[config.mk]
export PLATFORM = sky130hd
export DESIGN_NAME = polygon_edge_clip_stage
export DESIGN_NICKNAME = d
export VERILOG_FILES = /design/src/sv/pecs_pkg.sv /design/src/sv/pecs_lerp.sv /design/src/sv/polygon_edge_clip_stage.sv
export SDC_FILE = /design/constraint.sdc
export NUM_CORES = 1
export LEC_CHECK = 0
export ABC_AREA = 1
export BUFFER_PORTS_ARGS = -buffer_cell sky130_fd_sc_hd__buf_4
export CAP_MARGIN = 20
export CORE_MARGIN = 2
export CORE_UTILIZATION = 47
export DETAILED_ROUTE_END_ITERATION = 8
export GPL_ROUTABILITY_DRIVEN = 0
export GPL_TIMING_DRIVEN = 1
export PLACE_DENSITY = 0.63
export RECOVER_POWER = 50
export SLEW_MARGIN = 25
export SYNTH_ARGS = -nofsm -noshare
export SYNTH_HDL_FRONTEND = slang
export SYNTH_HIERARCHICAL = 1
export SYNTH_SLANG_ARGS = --single-unit
[constraint.sdc]
create_clock -name i_clk -period 10.8 [get_ports i_clk]
set_input_delay 2.16 -clock i_clk [delete_from_list [all_inputs] [get_ports i_clk]]
set_output_delay 2.16 -clock i_clk [all_outputs]
set_load 0.02 [all_outputs]
[src/sv/pecs_pkg.sv]
// Shared types, constants and configuration codes of the polygon edge clip stage.
package pecs_pkg;

    // Coordinate width of vertices and of the clip boundary.
    localparam int COORD_WIDTH = 16;

    // Configuration port: register index and data widths.
    localparam int CFG_IDX_W  = 1;
    localparam int CFG_DATA_W = 16;

    // Bit-serial steps per multiply and per divide, and the step counter width.
    localparam int SERIAL_STEPS = COORD_WIDTH + 1;
    localparam int CNT_W        = $clog2(SERIAL_STEPS);

    typedef logic signed [COORD_WIDTH-1:0] t_coord;
    typedef logic signed [COORD_WIDTH:0]   t_diff;
    typedef logic        [COORD_WIDTH:0]   t_mag;

    // Which side of the boundary is kept.
    typedef enum logic [1:0] {
        EDGE_BOTTOM = 2'd0,
        EDGE_RIGHT  = 2'd1,
        EDGE_TOP    = 2'd2,
        EDGE_LEFT   = 2'd3
    } t_edge_kind;

    // Configuration register indexes.
    localparam logic [CFG_IDX_W-1:0] CFG_EDGE_KIND  = 1'b0;
    localparam logic [CFG_IDX_W-1:0] CFG_EDGE_COORD = 1'b1;

    localparam logic [CFG_DATA_W-1:0] EDGE_COORD_RESET = 16'd100;

    // Request to the crossing unit: base + a * b / d.
    typedef struct packed {
        logic   start;
        t_coord base;
        t_diff  a;
        t_diff  b;
        t_diff  d;
    } t_lerp_req;

    // Status of the crossing unit.
    typedef struct packed {
        logic   done;
        t_coord result;
    } t_lerp_sts;

endpackage

[src/sv/pecs_lerp.sv]
// Bit-serial crossing unit: base + a * b / d with the quotient truncated toward zero.
module pecs_lerp (
    input  logic                i_clk,
    input  logic                i_rst_n,
    input  pecs_pkg::t_lerp_req i_req,
    output pecs_pkg::t_lerp_sts o_sts
);

    typedef enum logic [1:0] {
        L_IDLE,
        L_MUL,
        L_DIV,
        L_FIN
    } t_lstate;

    t_lstate                              r_state;
    logic [pecs_pkg::CNT_W-1:0]           r_cnt;
    pecs_pkg::t_mag                       r_ma;
    pecs_pkg::t_mag                       r_md;
    logic [pecs_pkg::COORD_WIDTH+1:0]     r_hi;
    pecs_pkg::t_mag                       r_lo;
    logic                                 r_neg;
    pecs_pkg::t_coord                     r_base;
    logic                                 r_done;
    pecs_pkg::t_coord                     r_result;

    logic [pecs_pkg::COORD_WIDTH+1:0]     mul_sum;
    logic [pecs_pkg::COORD_WIDTH+1:0]     div_trial;
    logic [pecs_pkg::COORD_WIDTH+2:0]     div_diff;
    logic                                 div_ge;
    logic                                 last_step;
    pecs_pkg::t_coord                     quot;

    // Magnitude of a signed difference.
    function automatic pecs_pkg::t_mag mag(pecs_pkg::t_diff v);
        return v[pecs_pkg::COORD_WIDTH] ? pecs_pkg::t_mag'(-v) : pecs_pkg::t_mag'(v);
    endfunction

    // Shift-add step: add the multiplicand when the low multiplier bit is set.
    assign mul_sum = r_hi + {1'b0, (r_lo[0] ? r_ma : '0)};

    // Restoring division step: shift in the next dividend bit and try a subtract.
    assign div_trial = {r_hi[pecs_pkg::COORD_WIDTH:0], r_lo[pecs_pkg::COORD_WIDTH]};
    assign div_diff  = {1'b0, div_trial} - {2'b00, r_md};
    assign div_ge    = !div_diff[pecs_pkg::COORD_WIDTH+2];

    assign last_step = (r_cnt == pecs_pkg::CNT_W'(pecs_pkg::SERIAL_STEPS - 1));

    // Only the low coordinate bits of the quotient matter after wrapping.
    assign quot = pecs_pkg::t_coord'(r_lo[pecs_pkg::COORD_WIDTH-1:0]);

    // Sequencer: load, multiply one bit a cycle, divide one bit a cycle, then add.
    // The product stays in {r_hi, r_lo}; its upper part is the starting remainder,
    // which is already below the divisor because the quotient never exceeds |b|.
    always_ff @(posedge i_clk) begin
        if (!i_rst_n) begin
            r_state <= L_IDLE;
            r_done  <= 1'b0;
        end else begin
            r_done <= 1'b0;
            unique case (r_state)
                L_IDLE: begin
                    if (i_req.start) begin
                        r_ma    <= mag(i_req.a);
                        r_lo    <= mag(i_req.b);
                        r_md    <= mag(i_req.d);
                        r_hi    <= '0;
                        r_neg   <= i_req.a[pecs_pkg::COORD_WIDTH]
                                 ^ i_req.b[pecs_pkg::COORD_WIDTH]
                                 ^ i_req.d[pecs_pkg::COORD_WIDTH];
                        r_base  <= i_req.base;
                        r_cnt   <= '0;
                        r_state <= L_MUL;
                    end
                end
                L_MUL: begin
                    {r_hi, r_lo} <= {mul_sum, r_lo} >> 1;
                    if (last_step) begin
                        r_cnt   <= '0;
                        r_state <= L_DIV;
                    end else begin
                        r_cnt <= r_cnt + pecs_pkg::CNT_W'(1);
                    end
                end
                L_DIV: begin
                    r_hi <= div_ge ? div_diff[pecs_pkg::COORD_WIDTH+1:0] : div_trial;
                    r_lo <= {r_lo[pecs_pkg::COORD_WIDTH-1:0], div_ge};
                    if (last_step) begin
                        r_state <= L_FIN;
                    end else begin
                        r_cnt <= r_cnt + pecs_pkg::CNT_W'(1);
                    end
                end
                L_FIN: begin
                    r_result <= r_neg ? r_base - quot : r_base + quot;
                    r_done   <= 1'b1;
                    r_state  <= L_IDLE;
                end
            endcase
        end
    end

    assign o_sts.done   = r_done;
    assign o_sts.result = r_result;

endmodule

[src/sv/polygon_edge_clip_stage.sv]
// Top level of one Sutherland-Hodgman clipping stage against an axis-aligned boundary.
//
// Vertices arrive one per input transfer; a priming vertex sets the edge start and
// yields nothing. A priming vertex, or a vertex whose edge lies wholly on one side,
// is handled directly in ST_IDLE. For an edge that crosses the boundary, the crossing
// is computed by the bit-serial shift-add multiplier and restoring divider in
// pecs_lerp, each of which handles one bit per cycle. The input stalls while a result
// waits to be taken, so a vertex never overlaps the results of the one before it.
// Configuration writes are always ready and are meant for idle periods only.
module polygon_edge_clip_stage (
    input  logic                               i_clk,
    input  logic                               i_rst_n,
    // Vertex input channel.
    input  logic                               i_in_valid,
    output logic                               o_in_stall,
    input  pecs_pkg::t_coord                   i_vertex_x,
    input  pecs_pkg::t_coord                   i_vertex_y,
    input  logic                               i_prime,
    // Clipped vertex output channel.
    output logic                               o_out_valid,
    input  logic                               i_out_stall,
    output pecs_pkg::t_coord                   o_out_x,
    output pecs_pkg::t_coord                   o_out_y,
    output logic                               o_last_of_run,
    // Configuration write channel.
    input  logic                               i_cfg_valid,
    output logic                               o_cfg_ready,
    input  logic [pecs_pkg::CFG_IDX_W-1:0]     i_cfg_index,
    input  logic [pecs_pkg::CFG_DATA_W-1:0]    i_cfg_data
);

    typedef enum logic [1:0] {
        ST_IDLE,
        ST_LAUNCH,
        ST_WAIT,
        ST_SECOND
    } t_state;

    t_state                                r_state;
    pecs_pkg::t_edge_kind                  r_edge_kind;
    logic [pecs_pkg::CFG_DATA_W-1:0]       r_edge_coord;
    pecs_pkg::t_coord                      r_start_x;
    pecs_pkg::t_coord                      r_start_y;
    pecs_pkg::t_coord                      r_px;
    pecs_pkg::t_coord                      r_py;
    logic                                  r_p_in;
    logic                                  r_x_fixed;
    pecs_pkg::t_coord                      r_base;
    pecs_pkg::t_diff                       r_a;
    pecs_pkg::t_diff                       r_b;
    pecs_pkg::t_diff                       r_d;
    logic                                  r_out_valid;
    pecs_pkg::t_coord                      r_out_x;
    pecs_pkg::t_coord                      r_out_y;
    logic                                  r_last;

    pecs_pkg::t_coord                      coord;
    logic                                  s_in;
    logic                                  p_in;
    logic                                  in_xfer;
    logic                                  out_xfer;
    pecs_pkg::t_lerp_req                   lerp_req;
    pecs_pkg::t_lerp_sts                   lerp_sts;

    // True when a point lies on the kept side of the boundary.
    function automatic logic is_inside(pecs_pkg::t_coord x, pecs_pkg::t_coord y,
                                       pecs_pkg::t_coord c, pecs_pkg::t_edge_kind kind);
        logic res;
        unique case (kind)
            pecs_pkg::EDGE_BOTTOM: res = (y >= c);
            pecs_pkg::EDGE_RIGHT:  res = (x <= c);
            pecs_pkg::EDGE_TOP:    res = (y <= c);
            pecs_pkg::EDGE_LEFT:   res = (x >= c);
        endcase
        return res;
    endfunction

    // Signed difference one bit wider than the coordinates.
    function automatic pecs_pkg::t_diff diff(pecs_pkg::t_coord x, pecs_pkg::t_coord y);
        return pecs_pkg::t_diff'(x) - pecs_pkg::t_diff'(y);
    endfunction

    // Boundary coordinate at the working width.
    assign coord = pecs_pkg::t_coord'($signed(r_edge_coord));

    assign s_in = is_inside(r_start_x, r_start_y, coord, r_edge_kind);
    assign p_in = is_inside(i_vertex_x, i_vertex_y, coord, r_edge_kind);

    // Handshakes.
    assign o_in_stall  = (r_state != ST_IDLE) || r_out_valid;
    assign in_xfer     = i_in_valid && !o_in_stall;
    assign out_xfer    = r_out_valid && !i_out_stall;
    assign o_cfg_ready = 1'b1;

    // Configuration registers.
    always_ff @(posedge i_clk) begin
        if (!i_rst_n) begin
            r_edge_kind  <= pecs_pkg::EDGE_BOTTOM;
            r_edge_coord <= pecs_pkg::EDGE_COORD_RESET;
        end else if (i_cfg_valid && o_cfg_ready) begin
            unique case (i_cfg_index)
                pecs_pkg::CFG_EDGE_KIND:  r_edge_kind  <= pecs_pkg::t_edge_kind'(i_cfg_data[1:0]);
                pecs_pkg::CFG_EDGE_COORD: r_edge_coord <= i_cfg_data;
            endcase
        end
    end

    // Operands for the crossing unit, started for one cycle in ST_LAUNCH.
    assign lerp_req.start = (r_state == ST_LAUNCH);
    assign lerp_req.base  = r_base;
    assign lerp_req.a     = r_a;
    assign lerp_req.b     = r_b;
    assign lerp_req.d     = r_d;

    pecs_lerp u_lerp (
        .i_clk   (i_clk),
        .i_rst_n (i_rst_n),
        .i_req   (lerp_req),
        .o_sts   (lerp_sts)
    );

    // Edge sequencer and output register.
    always_ff @(posedge i_clk) begin
        if (!i_rst_n) begin
            r_state     <= ST_IDLE;
            r_out_valid <= 1'b0;
            r_start_x   <= '0;
            r_start_y   <= '0;
        end else begin
            // In ST_SECOND the transfer of the crossing loads the vertex that follows it.
            if (out_xfer && r_state != ST_SECOND) begin
                r_out_valid <= 1'b0;
            end
            unique case (r_state)
                ST_IDLE: begin
                    if (in_xfer) begin
                        r_start_x <= i_vertex_x;
                        r_start_y <= i_vertex_y;
                        if (!i_prime) begin
                            r_px      <= i_vertex_x;
                            r_py      <= i_vertex_y;
                            r_p_in    <= p_in;
                            r_x_fixed <= r_edge_kind[0];
                            // Bottom and top solve for x; right and left solve for y.
                            if (!r_edge_kind[0]) begin
                                r_base <= r_start_x;
                                r_a    <= diff(coord, r_start_y);
                                r_b    <= diff(i_vertex_x, r_start_x);
                                r_d    <= diff(i_vertex_y, r_start_y);
                            end else begin
                                r_base <= r_start_y;
                                r_a    <= diff(coord, r_start_x);
                                r_b    <= diff(i_vertex_y, r_start_y);
                                r_d    <= diff(i_vertex_x, r_start_x);
                            end
                            if (p_in && s_in) begin
                                r_out_valid <= 1'b1;
                                r_out_x     <= i_vertex_x;
                                r_out_y     <= i_vertex_y;
                                r_last      <= 1'b1;
                            end else if (p_in != s_in) begin
                                r_state <= ST_LAUNCH;
                            end
                        end
                    end
                end
                ST_LAUNCH: begin
                    r_state <= ST_WAIT;
                end
                ST_WAIT: begin
                    // The crossing is last unless the new vertex follows it.
                    if (lerp_sts.done) begin
                        r_out_valid <= 1'b1;
                        r_out_x     <= r_x_fixed ? coord : lerp_sts.result;
                        r_out_y     <= r_x_fixed ? lerp_sts.result : coord;
                        r_last      <= !r_p_in;
                        r_state     <= r_p_in ? ST_SECOND : ST_IDLE;
                    end
                end
                ST_SECOND: begin
                    if (out_xfer) begin
                        r_out_valid <= 1'b1;
                        r_out_x     <= r_px;
                        r_out_y     <= r_py;
                        r_last      <= 1'b1;
                        r_state     <= ST_IDLE;
                    end
                end
            endcase
        end
    end

    assign o_out_valid   = r_out_valid;
    assign o_out_x       = r_out_x;
    assign o_out_y       = r_out_y;
    assign o_last_of_run = r_last;

endmodule

Word level (Yosys, flattened, before mapping)
Cells that the tools add are included.
Operators by class
  $add $sub $neg: 12
  order comparisons: 8
  equal/unequal tests: 23
  multiplexer cells: 60
  bitwise logic cells: 4
  reductions and logical operators: 26
Operators by type and width (number)
  $mux 16: 16
  $mux 17: 6
  $pmux 16 s3: 2
  $sub 16x16->17: 4
  $ge 16x16->1: 4
  $le 16x16->1: 4
  $pmux 18 s3: 1
  $neg 17->17: 3
  $pmux 17 s3: 1
  $mux 18: 2
  $mux 2: 10
  $sub 18x17->19: 1
  $add 18x17->18: 1
  $ne 2x2->1 const B: 9
  $add 16x16->16: 1
  $pmux 2 s4: 2
  $sub 16x16->16: 1
  $mux 5: 3
  $pmux 5 s3: 1
  $eq 2x2->1 const B: 6
  $mux 1: 12
  $reduce_and 3->1: 3
  $pmux 1 s4: 2
  $reduce_and 2->1: 4
  17 further kinds: 34
Storage, ports and cells
  flip-flop bits (word level): 297
  bits of input ports: 55
  output and inout port bits: 36
  logic and storage cells: 162

Depth between registers and ports, before layout
  depth after elaboration: 8
  depth in mapped cells: 23
  mapped depth without buffers: 23

Cells and area by module
Netlist, hierarchy kept.
By module, submodules not included
  polygon_edge_clip_stage: times used 1, cells an instance 1419, area an instance 11662.4 sq um, seq. area each 5084.9 sq um
  pecs_lerp: times used 1, cells an instance 1137, area an instance 8672.1 sq um, seq. area each 3273.1 sq um

Worst setup path before layout
No wires, ideal clock.
  kind: input-to-reg
  start point: input port i_in_valid
  end point: register r_a[0], enable pin
  setup time: 0.686 ns
  data arrival time: 9.417 ns
  slack: 0.697 ns
  cell stages on the path: 4
  cell sequence: nand3_1 > buf_2 > buf_2 > nor3_1
On the way
  longest elaborated chain between the ends: 2
Ends and longest elaborated chain
  start, declared: RTL line polygon_edge_clip_stage.sv:14  | input logic i_in_valid,
  $logic_and 1x1->1: RTL line polygon_edge_clip_stage.sv:91  | assign in_xfer = i_in_valid && !o_in_stall;
  $reduce_and 4->1 (no source line)
  end signal, assigned: RTL line polygon_edge_clip_stage.sv:147  | r_a <= diff(coord, r_start_y);
  end signal, assigned: RTL line polygon_edge_clip_stage.sv:152  | r_a <= diff(coord, r_start_x);
  end, declared: RTL line polygon_edge_clip_stage.sv:49  | pecs_pkg::t_diff r_a;
No other way between the ends.
A chain may end at the register's enable or synchronous reset.

Worst setup path in the final report
  start point: input port i_rst_n
  end point: register r_d[0], enable pin
On the way
  longest elaborated chain between the ends: 1
Ends and longest elaborated chain
  start, declared: RTL line polygon_edge_clip_stage.sv:12  | input logic i_rst_n,
  $reduce_and 4->1 (no source line)
  end signal, assigned: RTL line polygon_edge_clip_stage.sv:149  | r_d <= diff(i_vertex_y, r_start_y);
  end signal, assigned: RTL line polygon_edge_clip_stage.sv:154  | r_d <= diff(i_vertex_x, r_start_x);
  end, declared: RTL line polygon_edge_clip_stage.sv:51  | pecs_pkg::t_diff r_d;
No other way between the ends.

==> flow_metrics.tcl <==
set metrics [dict create \
    synth_top_cell_by_area "edfxtp_1" \
    synth.top_cell.area_share_pct 35.59 \
    drt_pre_antenna_iters 5 \
    antenna_violating_nets_post_route 0 \
    aggregate_routed_wire_length_um 61800 \
    max_slew.worst_pin.slew_ps 2363 \
    num_rows 76 \
    vias_per_cell 5.540 \
    depth_of_the_worst_register_to_register_path 10 \
    post_synth_instance_area_sq_mm 0.02033 \
    cap_violations 3 \
    total_nets_final 2844 \
    clk_pin_slew_ps 50 \
    period_share_pct 52.01 \
    timing.critical_path.from "i_rst_n" \
    setup-tns-final_ps 0 \
    timing.reg2reg.setup_slack_ps 6060 \
    die-width_um 212 \
    cellPowerDensity_mw_per_mm2 236.5 \
    postSynthRegisterBits 297 \
    arrival_ps 5760 \
    setup_slack_ps 5183 \
    maximum_number_of_pins_on_one_net_before_global_route_repair 71 \
    setup_repair_after_global_routing_missed_its_margin "false" \
    hold_path_class "flip-flop to flip-flop" \
    worstSetupPathType "input pin to flip-flop" \
    final-setup-viol-count 0 \
    tritoncts_num_sinks 297 \
    cts_buffers 35 \
    max_fclk_mhz 178.0 \
    yosys.cell_types.count 58 \
    initial_core_util_pct 47.42 \
    die_extent_in_y_um 212 \
    postCtsResizedCells 0 \
    holdPathStages 0 \
    slew_violations 166 \
    tritoncts_clock_tree "yes" \
    area_growth_from_synthesis_to_layout_pct 10.01 \
    dominantRegCellSynth "edfxtp_1" \
    synthesis.yosys.warnings 6 \
    fp.dieArea_sq_mm 0.04494 \
    core_area_sq_mm 0.04289 \
    wl_per_cell_um 19.10 \
    power.static_leakage_nw 9.942 \
    post_cts.repair.setup_buffers 0 \
    antennaDiodeCount 0 \
    status "finished with violations" \
    cts.htree.levels 2 \
    synth_area_leaders "edfxtp_1, nand2_1, ha_1" \
    final.fill_count 4085 \
    crit_path_max_fanout 70 \
    endpoint_kind "flip-flop" \
    proportion_of_layout_cells_with_a_drive_suffix_above_1_pct 5.432 \
    crit-reg2reg-capture "o_out_x[8]$_DFFE_PP_" \
    clkLatencyLatePin_ps 560 \
    mean_cell_area_of_the_mapped_netlist_sq_um 7.956 \
    syn-num-nets 2775 \
    cts.hold.buffers_added 0 \
    initialDrtViolationCount 1583 \
    drc_errors 0 \
    portBuffers 89 \
    num_io_pins 91 \
    vias 17930 \
    post-dp-hpwl_um 48710 \
    cts_max_path_buffers 3 \
    worstPathRequired_ps 10940 \
    regToRegStartpoint "r_edge_kind[0]$_SDFFE_PN0P_" \
    grt_antenna_before_repair 1 \
    ir_drop_uv 147.0 \
    syn_inst 2556 \
    commonest_non_fill_non_tap_cells_in_the_layout "nand2_1, inv_1, edfxtp_1" \
    slew-limit-headroom_pct -57.50 \
    finClkSkew_ps 44.03 \
    global_route_wire_length_before_repair_um 95770 \
    count_of_flip_flops_with_a_built_in_enable_after_synthesis 241 \
    grt_util_all_layers_pct 27.78 \
    finalCriticalPeriod_ps 5617 \
    grt_overflow 0 \
    placement.setup.worst_slack_ps 5542 \
    synthArstFlopShare_pct 0 \
    failed_checks "max-capacitance violations, max-slew violations" \
    clock_tree.root_cell "clkbuf_16" \
    critical_path.startpoint_type "input pin" \
    final_common_cell "nand2_1" \
    grt_pass1_vias 16890 \
    synth-seq-area-share_pct 41.10 \
    timing.critical_path.to "r_d[0]$_DFFE_PP_" \
    timing.final.hold_violations 0 \
]
-- state kept, by name (all words and copies together) (netlist names), 2 cells and up --
name and cells:
r_py 16, r_px 16, u_lerp/r_ma 17, r_a 17, r_d 17, o_out_x 16
u_lerp/r_cnt 5, u_lerp/r_result 16, u_lerp/r_lo 17, u_lerp/r_md 17, r_base 16, u_lerp/r_hi 18
o_out_y 16, coord 16, r_edge_kind 2, r_start_x 16, r_state 2, u_lerp/r_base 16
r_b 17, u_lerp/r_state 2, r_start_y 16
-- Yosys cell counts, types with 3 or more instances --
cell type	instances
inv_1	337
clkbuf_1	42
a31oi_1	10
and2_1	3
nor3_2	3
o21ai_2	8
buf_1	4
nand4_1	23
nor3_1	28
nor2_1	145
nor2_2	6
buf_6	4
o21bai_1	13
o21ai_0	180
o21ai_1	25
o221ai_1	7
nand3_1	193
xnor2_1	28
a21oi_1	228
nand2_2	11
a22oi_1	12
nor4_1	7
dfxtp_1	56
nand2_1	600
nand3_2	3
o211ai_1	10
ha_1	157
edfxtp_1	241
a21oi_2	7
a21o_1	13
o31ai_1	4
inv_2	13
buf_2	10
clkinv_1	6
or2_2	7
buf_4	3
or2_1	7
fa_1	7
nand3b_1	11
xor2_1	59
-- critical path: stages --
cell and delay, ps:
clkbuf_1 1640, inv_1 390, nor3_2 680, buf_4 790
-- how the worst min path moves through the flow --
stage	startpoint	end	slack, ps
floorplan	r_base[0]$_DFFE_PP_	u_lerp/r_base[0]$_DFFE_PP_	400
global placement	r_base[10]$_DFFE_PP_	u_lerp/r_base[10]$_DFFE_PP_	410
detailed placement	r_base[9]$_DFFE_PP_	u_lerp/r_base[9]$_DFFE_PP_	400
CTS	r_base[9]$_DFFE_PP_	u_lerp/r_base[9]$_DFFE_PP_	420
global route	r_base[8]$_DFFE_PP_	u_lerp/r_base[8]$_DFFE_PP_	420
finish	r_base[9]$_DFFE_PP_	u_lerp/r_base[9]$_DFFE_PP_	420
-- cell families (layout without fill, tap and decap cells) --
logic type / count (synthesis) / in the layout / synth area share, %
XOR/XNOR: 87 / 87 / 3.747
AO/OA/AOI/OAI: 527 / 527 / 14.27
flip-flops: 297 / 297 / 41.10
AND/OR/NAND/NOR: 1057 / 1057 / 22.37
buffers and inverters: 421 / 516 / 8.048
multiplexers: 2 / 2 / 0.09845
adder cells (fa/ha/maj): 164 / 164 / 10.35
other: 1 / 1 / 0.01844
-- metal layers --
layer  track usage (%)  wire [um]  up-vias
li1                  -          -     8746
met1             38.70      27300     8405
met2             43.37      27280      669
met3             5.879       5426      106
met4             8.451       1785        2
met5                 0         13        -
-- report_power, final --
group	internal, mW	leakage [nW]	total [mW]	switching (mW)
sequential	1.56	2.68	1.72	0.162
combinational	0.780	6.72	2.40	1.62
clock	0.684	0.542	1.16	0.479
-- stage by stage --
| step | instance area [sq um] | hold WS [ps] | util, % | total power [mW] | instances |
|---|---|---|---|---|---|
| global route | 22370 | 423.4 | 52.16 | 5.657 | 3236 |
| floorplan | 20330 | 400.3 | - | 3.436 | 2556 |
| CTS | 22630 | 416.8 | 52.77 | 5.299 | 3235 |
| finish | 22370 | 416.8 | 52.16 | 5.290 | 3236 |
| detailed placement | 21520 | 404.5 | 50.17 | 4.129 | 3172 |
| global placement | 21520 | 405.3 | 50.17 | 4.078 | 3172 |
-- area by class of cell --
class / instances / area (sq um) / area share, %
Timing Repair Buffer: 97 / 499.2 / 2.232
Inverter: 356 / 1336 / 5.973
Multi-Input combinational cell: 1838 / 10330 / 46.19
Tap cell: 585 / 732.0 / 3.272
Clock inverter: 13 / 128.9 / 0.5761
Sequential cell: 297 / 8358 / 37.36
Clock buffer: 50 / 983.4 / 4.396
Note: power is estimated with default switching activity, not from simulation.
